`src/sv/io_request_latency_monitor_top_assert.svh`:
```
// ----------------------------------------------------------------------------
// Assertion macros for the request latency monitor
// Shared property wrappers, clocked on i_clk and disabled during reset.
// ----------------------------------------------------------------------------
`ifndef IO_REQUEST_LATENCY_MONITOR_TOP_ASSERT_SVH
`define IO_REQUEST_LATENCY_MONITOR_TOP_ASSERT_SVH

// The consequent must hold in the same cycle as the antecedent.
`define IRLM_ASSERT_SAME(label, ante, cons) \
    label: assert property (@(posedge i_clk) disable iff (!i_rst_n) (ante) |-> (cons)) \
        else $error("irlm assertion failed");

// The consequent must hold in the cycle after the antecedent.
`define IRLM_ASSERT_NEXT(label, ante, cons) \
    label: assert property (@(posedge i_clk) disable iff (!i_rst_n) (ante) |=> (cons)) \
        else $error("irlm assertion failed");

`endif

```
`src/sv/irlm_pkg.sv`:
```
// ----------------------------------------------------------------------------
// Request latency monitor package
// Shared types, register indexes and the request kind decode.
// ----------------------------------------------------------------------------
package irlm_pkg;

    localparam int TABLE_ENTRIES_DEF = 64;
    localparam int SECTOR_SHIFT      = 9;

    typedef logic [1:0] t_cfg_idx;

    localparam t_cfg_idx CFG_ENABLE      = 2'd0;
    localparam t_cfg_idx CFG_TARGET_PID  = 2'd1;
    localparam t_cfg_idx CFG_MIN_LATENCY = 2'd2;

    localparam logic ACT_ISSUE    = 1'b0;
    localparam logic ACT_COMPLETE = 1'b1;

    localparam logic [7:0] CHAR_R = 8'h52;
    localparam logic [7:0] CHAR_W = 8'h57;
    localparam logic [7:0] CHAR_D = 8'h44;
    localparam logic [7:0] CHAR_F = 8'h46;

    localparam logic [2:0] OP_READ    = 3'd1;
    localparam logic [2:0] OP_WRITE   = 3'd2;
    localparam logic [2:0] OP_DISCARD = 3'd3;
    localparam logic [2:0] OP_FLUSH   = 3'd4;
    localparam logic [2:0] OP_OTHER   = 3'd5;

    typedef struct packed {
        logic        action;
        logic [31:0] device;
        logic [63:0] sector;
        logic [63:0] time_ns;
        logic [22:0] pid;
        logic [7:0]  op_char;
        logic [31:0] sector_count;
        logic [63:0] name_low;
        logic [63:0] name_high;
    } t_req;

    typedef struct packed {
        logic [63:0] req_latency;
        logic [22:0] req_pid;
        logic [31:0] req_device;
        logic [63:0] req_sector;
        logic [31:0] req_sectors;
        logic [2:0]  op_code;
        logic [40:0] byte_count;
        logic [63:0] req_name_low;
        logic [63:0] req_name_high;
        logic [63:0] complete_count;
        logic [63:0] total_latency;
        logic [63:0] max_latency;
    } t_rec;

    typedef struct packed {
        logic        valid;
        logic [31:0] device;
        logic [63:0] sector;
        logic [63:0] start_time;
        logic [22:0] pid;
        logic [7:0]  op_char;
        logic [31:0] sector_count;
        logic [63:0] name_low;
        logic [63:0] name_high;
    } t_entry;

    typedef struct packed {
        logic clear;
        logic start;
        logic scan;
        logic write;
        logic free;
        logic report;
    } t_cmd;

    typedef struct packed {
        logic enable;
        logic is_complete;
        logic clear_done;
        logic scan_done;
        logic hit;
        logic slot_ok;
        logic report_done;
    } t_sts;

    function automatic logic [2:0] kind_code(input logic [7:0] ch);
        logic [2:0] code;
        case (ch)
            CHAR_R:  code = OP_READ;
            CHAR_W:  code = OP_WRITE;
            CHAR_D:  code = OP_DISCARD;
            CHAR_F:  code = OP_FLUSH;
            default: code = OP_OTHER;
        endcase
        return code;
    endfunction

endpackage

```
`src/sv/irlm_ctrl.sv`:
```
// ----------------------------------------------------------------------------
// Request latency monitor controller
// Sequences clearing, table scan, store, free and record steps.
// ----------------------------------------------------------------------------
`include "io_request_latency_monitor_top_assert.svh"

module irlm_ctrl (
    input  logic           i_clk,
    input  logic           i_rst_n,
    input  logic           i_req_valid,
    output logic           o_req_ready,
    input  irlm_pkg::t_sts i_sts,
    output irlm_pkg::t_cmd o_cmd
);

    localparam logic [2:0] S_CLEAR  = 3'd0;
    localparam logic [2:0] S_IDLE   = 3'd1;
    localparam logic [2:0] S_SCAN   = 3'd2;
    localparam logic [2:0] S_WRITE  = 3'd3;
    localparam logic [2:0] S_FREE   = 3'd4;
    localparam logic [2:0] S_REPORT = 3'd5;

    logic [2:0] r_state;
    logic [2:0] n_state;

    assign o_req_ready = (r_state == S_IDLE);

    always_comb begin
        o_cmd.clear  = (r_state == S_CLEAR);
        o_cmd.start  = (r_state == S_IDLE) && i_req_valid && i_sts.enable;
        o_cmd.scan   = (r_state == S_SCAN);
        o_cmd.write  = (r_state == S_WRITE);
        o_cmd.free   = (r_state == S_FREE);
        o_cmd.report = (r_state == S_REPORT);
    end

    always_comb begin
        n_state = r_state;
        unique case (r_state)
            S_CLEAR: begin
                if (i_sts.clear_done) n_state = S_IDLE;
            end
            S_IDLE: begin
                if (o_cmd.start) n_state = S_SCAN;
            end
            S_SCAN: begin
                if (i_sts.scan_done) begin
                    if (i_sts.is_complete) begin
                        n_state = i_sts.hit ? S_FREE : S_IDLE;
                    end else begin
                        n_state = i_sts.slot_ok ? S_WRITE : S_IDLE;
                    end
                end
            end
            S_WRITE:  n_state = S_IDLE;
            S_FREE:   n_state = S_REPORT;
            S_REPORT: begin
                if (i_sts.report_done) n_state = S_IDLE;
            end
            default:  n_state = S_IDLE;
        endcase
    end

    always_ff @(posedge i_clk) begin
        if (!i_rst_n) begin
            r_state <= S_CLEAR;
        end else begin
            r_state <= n_state;
        end
    end

    `IRLM_ASSERT_NEXT(a_miss_returns_idle, (r_state == S_SCAN) && i_sts.scan_done && i_sts.is_complete && !i_sts.hit, r_state == S_IDLE)
    `IRLM_ASSERT_NEXT(a_free_then_report, r_state == S_FREE, r_state == S_REPORT)
    `IRLM_ASSERT_NEXT(a_store_single_cycle, r_state == S_WRITE, r_state == S_IDLE)
    `IRLM_ASSERT_SAME(a_hit_only_in_scan, i_sts.hit, r_state == S_SCAN)

endmodule

```
`config.mk`:
```
export PLATFORM = sky130hd
export DESIGN_NAME = irlm_ctrl
export DESIGN_NICKNAME = d
export VERILOG_FILES = /design/src/sv/irlm_pkg.sv /design/src/sv/irlm_ctrl.sv
export VERILOG_INCLUDE_DIRS = /design/src /design/src/sv
export SDC_FILE = /design/constraint.sdc
export NUM_CORES = 1
export LEC_CHECK = 0
export BUFFER_PORTS_ARGS = -buffer_cell sky130_fd_sc_hd__buf_2
export CAP_MARGIN = 5
export CORE_AREA = 2 2 39 41
export CTS_BUF_LIST = sky130_fd_sc_hd__clkbuf_16
export DETAILED_ROUTE_END_ITERATION = 7
export DIE_AREA = 0 0 41 43
export SLEW_MARGIN = 5
export SYNTH_ARGS = -nofsm -noshare
export SYNTH_HDL_FRONTEND = slang
export SYNTH_SLANG_ARGS = --single-unit
```
`constraint.sdc`:
```
create_clock -name i_clk -period 1.3 [get_ports i_clk]
set_input_delay 0.26 -clock i_clk [delete_from_list [all_inputs] [get_ports i_clk]]
set_output_delay 0.26 -clock i_clk [all_outputs]
set_load 0.05 [all_outputs]
```
==> impl_metrics.toml <==
[status]
status = "complete, but fails checks"
violations = "negative setup slack"

[power]
ir_drop_mv = 1.15
power.total_mw = 1.05
power_density_nw_per_um2 = 1930
p_leak_nw = 0.272

[worst_setup_path]
end_kind = "output pin"
crit_arrival_ns = 1.17
cpMaxStageDelayCell = "or3b_4"
critPathMaxFanout = 4
crit_chain = "or3b_4 -> inv_4 -> buf_8"
max_stage_delay_ns = 0.40
cp_data_required_time_ns = 1.04
cp_num_buf_inv = 2
crit_type = "flop to output pin"
startpoint_type = "flop"
cpLargestDelayFamily = "simple AND/OR/NAND/NOR gates"

[cells_and_area]
final_common_cell = "buf_2"
area_growth_pct = 127
reg_top3 = "r_state: 3 flops"
top_register = "r_state"
mostFrequentLayoutCells = "buf_2 (10), buf_4 (9), nand2_1 (4)"
drive_gt1_share_pct = 62.7
diodes = 0
nets = 70
nFillCells = 151
final-instance-count-excl-fill = 75
largest_reg_flops = 3

[drt]
route.vias.total = 330
wl_per_cell_microns = 9.51
dr.pass1.iters = 2
wl_microns = 713
viasPerCell = 4.40
drc = 0
ant_nets = 0
dr.first_iter.drc_count = 2

[logic_synthesis]
avgSynthCellArea_sq_um = 7.47
synth-warning-count = 0
synth_top_cell_area_share_pct = 25.1
ys_seq_area_share_pct = 25.1
syn_area_sq_um = 239
ys_types = 21
postSynthNetCount = 42
synthCells = 32
ys_top_cells_by_area = "dfxtp_1 (25%), a21oi_1 (6.3%), nand2_1 (6.3%)"
synth_top_cell_by_area = "dfxtp_1"
synth_seq_cells = 3

[global_route]
antenna_found_initial = 0
grt_max_degree = 7
grt_pass1_wl_microns = 1060
grt.total_usage_pct = 8.42
grt_pass1_vias = 299
overflow = 0

[sta]
slew_headroom_pct = 83.6
rsz0062_at_grt = "true"
hold_violations = 0
worst_pin_slew_ns = 0.248
setup_viol = 6
fin_tns_setup_ns = -0.450
fin_crit_sh_pct = 110
drv_slew = 0
fin_ws_ns = -0.131
fin_worst_skew_ns = 0.000371
min_period_ns = 1.43
max_freq_mhz = 699

[placement]
dp.cells = 69
post-dp-hpwl_microns = 561
io_buffers = 16
gp_congestion = 0.702

[clock_network]
path_clk_slew_ns = 0.03
root_buffer = "clkbuf_16"
cts-buffers-inserted = 3
htree_levels = 1
clock_latency_ns = 0.22
cts_tree = "done"
cts_buffer_depth = 2
cts.sinks = 3

[floorplanning]
die_w_microns = 41
start_util_pct = 17.3
die_h_microns = 43
coreArea_sq_um = 1380
dieArea_sq_um = 1760
io_pins = 17
rows = 14

[hold_path]
holdCritPathClass = "primary input to flop"

[flow_run]
max_cap_violations = 0
[routing by layer]
metal / GRT usage (%) / wire (microns) / up-vias
met1: 9.27 / 292 / 152
met2: 14.4 / 354 / 11
met3: 2.09 / 48 / 2
li1: - / - / 165
met5: 0 / 0 / -
met4: 3.33 / 17 / 0
[synthesized netlist by cell type]
cell type and n:
a32oi_1 1, inv_1 2, nand2_1 4, nand4_1 1
a22o_1 1, nand2b_1 2, or3b_4 1, buf_6 1
and2b_1 1, inv_2 1, and3_1 1, o32ai_1 1
a21oi_1 3, nor2b_1 2, dfxtp_1 3, nor3b_1 1
o211a_1 1, nand3_1 1, nor3_1 1, and2_1 2
nor2_1 1
[worst reg2reg max path, cell delays in order (launching register included)]
cell and delay [ns]:
dfxtp_4 0.35, buf_4 0.15, nor2b_1 0.14, a22o_1 0.25, o32ai_1 0.26
[where the power goes]
part,total [mW],internal (mW),switching [mW],leakage [nW]
Clock,0.472,0.396,0.0761,0.0423
Sequential,0.136,0.115,0.0205,0.0261
Combinational,0.438,0.206,0.232,0.204
Total,1.05,0.717,0.329,0.272
[through the flow]
stage	utilization (%)	cell area (sq um)	hold slack [ns]	setup slack, ns
global placement	27.9	387	0.524	-0.0167
global route	39.2	542	0.303	-0.156
floorplan	-	253	0.391	-0.424
CTS	37.3	515	0.293	-0.126
detailed placement	27.9	387	0.522	-0.0284
finish	39.2	542	0.292	-0.131
[layout make-up]
cell class / count / area, sq um / area share (%)
Timing Repair Buffer: 24 / 181 / 33.5
Sequential cell: 3 / 66.3 / 12.2
Multi-Input combinational cell: 25 / 181 / 33.5
Inverter: 3 / 13.8 / 2.54
Clock buffer: 3 / 75.1 / 13.9
Clock inverter: 1 / 3.75 / 0.693
Tap cell: 16 / 20.0 / 3.70
[worst paths after layout]
path              startpoint    endpoint  slack, ns  cells past startpoint
hold / removal       i_rst_n  r_state[1]       0.29                      2
hold reg to reg   r_state[0]  r_state[0]       0.62                      3
setup reg to reg  r_state[0]  r_state[0]       0.06                      4
setup / recovery  r_state[1]    o_cmd[3]      -0.13                      3
[kinds of logic after synthesis]
group                  after synthesis  share of synthesized area [%]
AO/OA/AOI/OAI                        7                           21.5
buffers and inverters                4                           9.42
flip-flops                           3                           25.1
AND/OR/NAND/NOR                     18                           44.0
[repair_timing]
action / 4_1_cts / 5_1_grt
endpoints found under the setup margin: 7 / 7
hold buffers: 0 / 0
pin swaps: 1 / 2
buffers inserted: 1 / 1
gates resized for setup: 15 / 5
endpoints found under the hold margin: 0 / 0
Power figures use the tool's default switching activity.
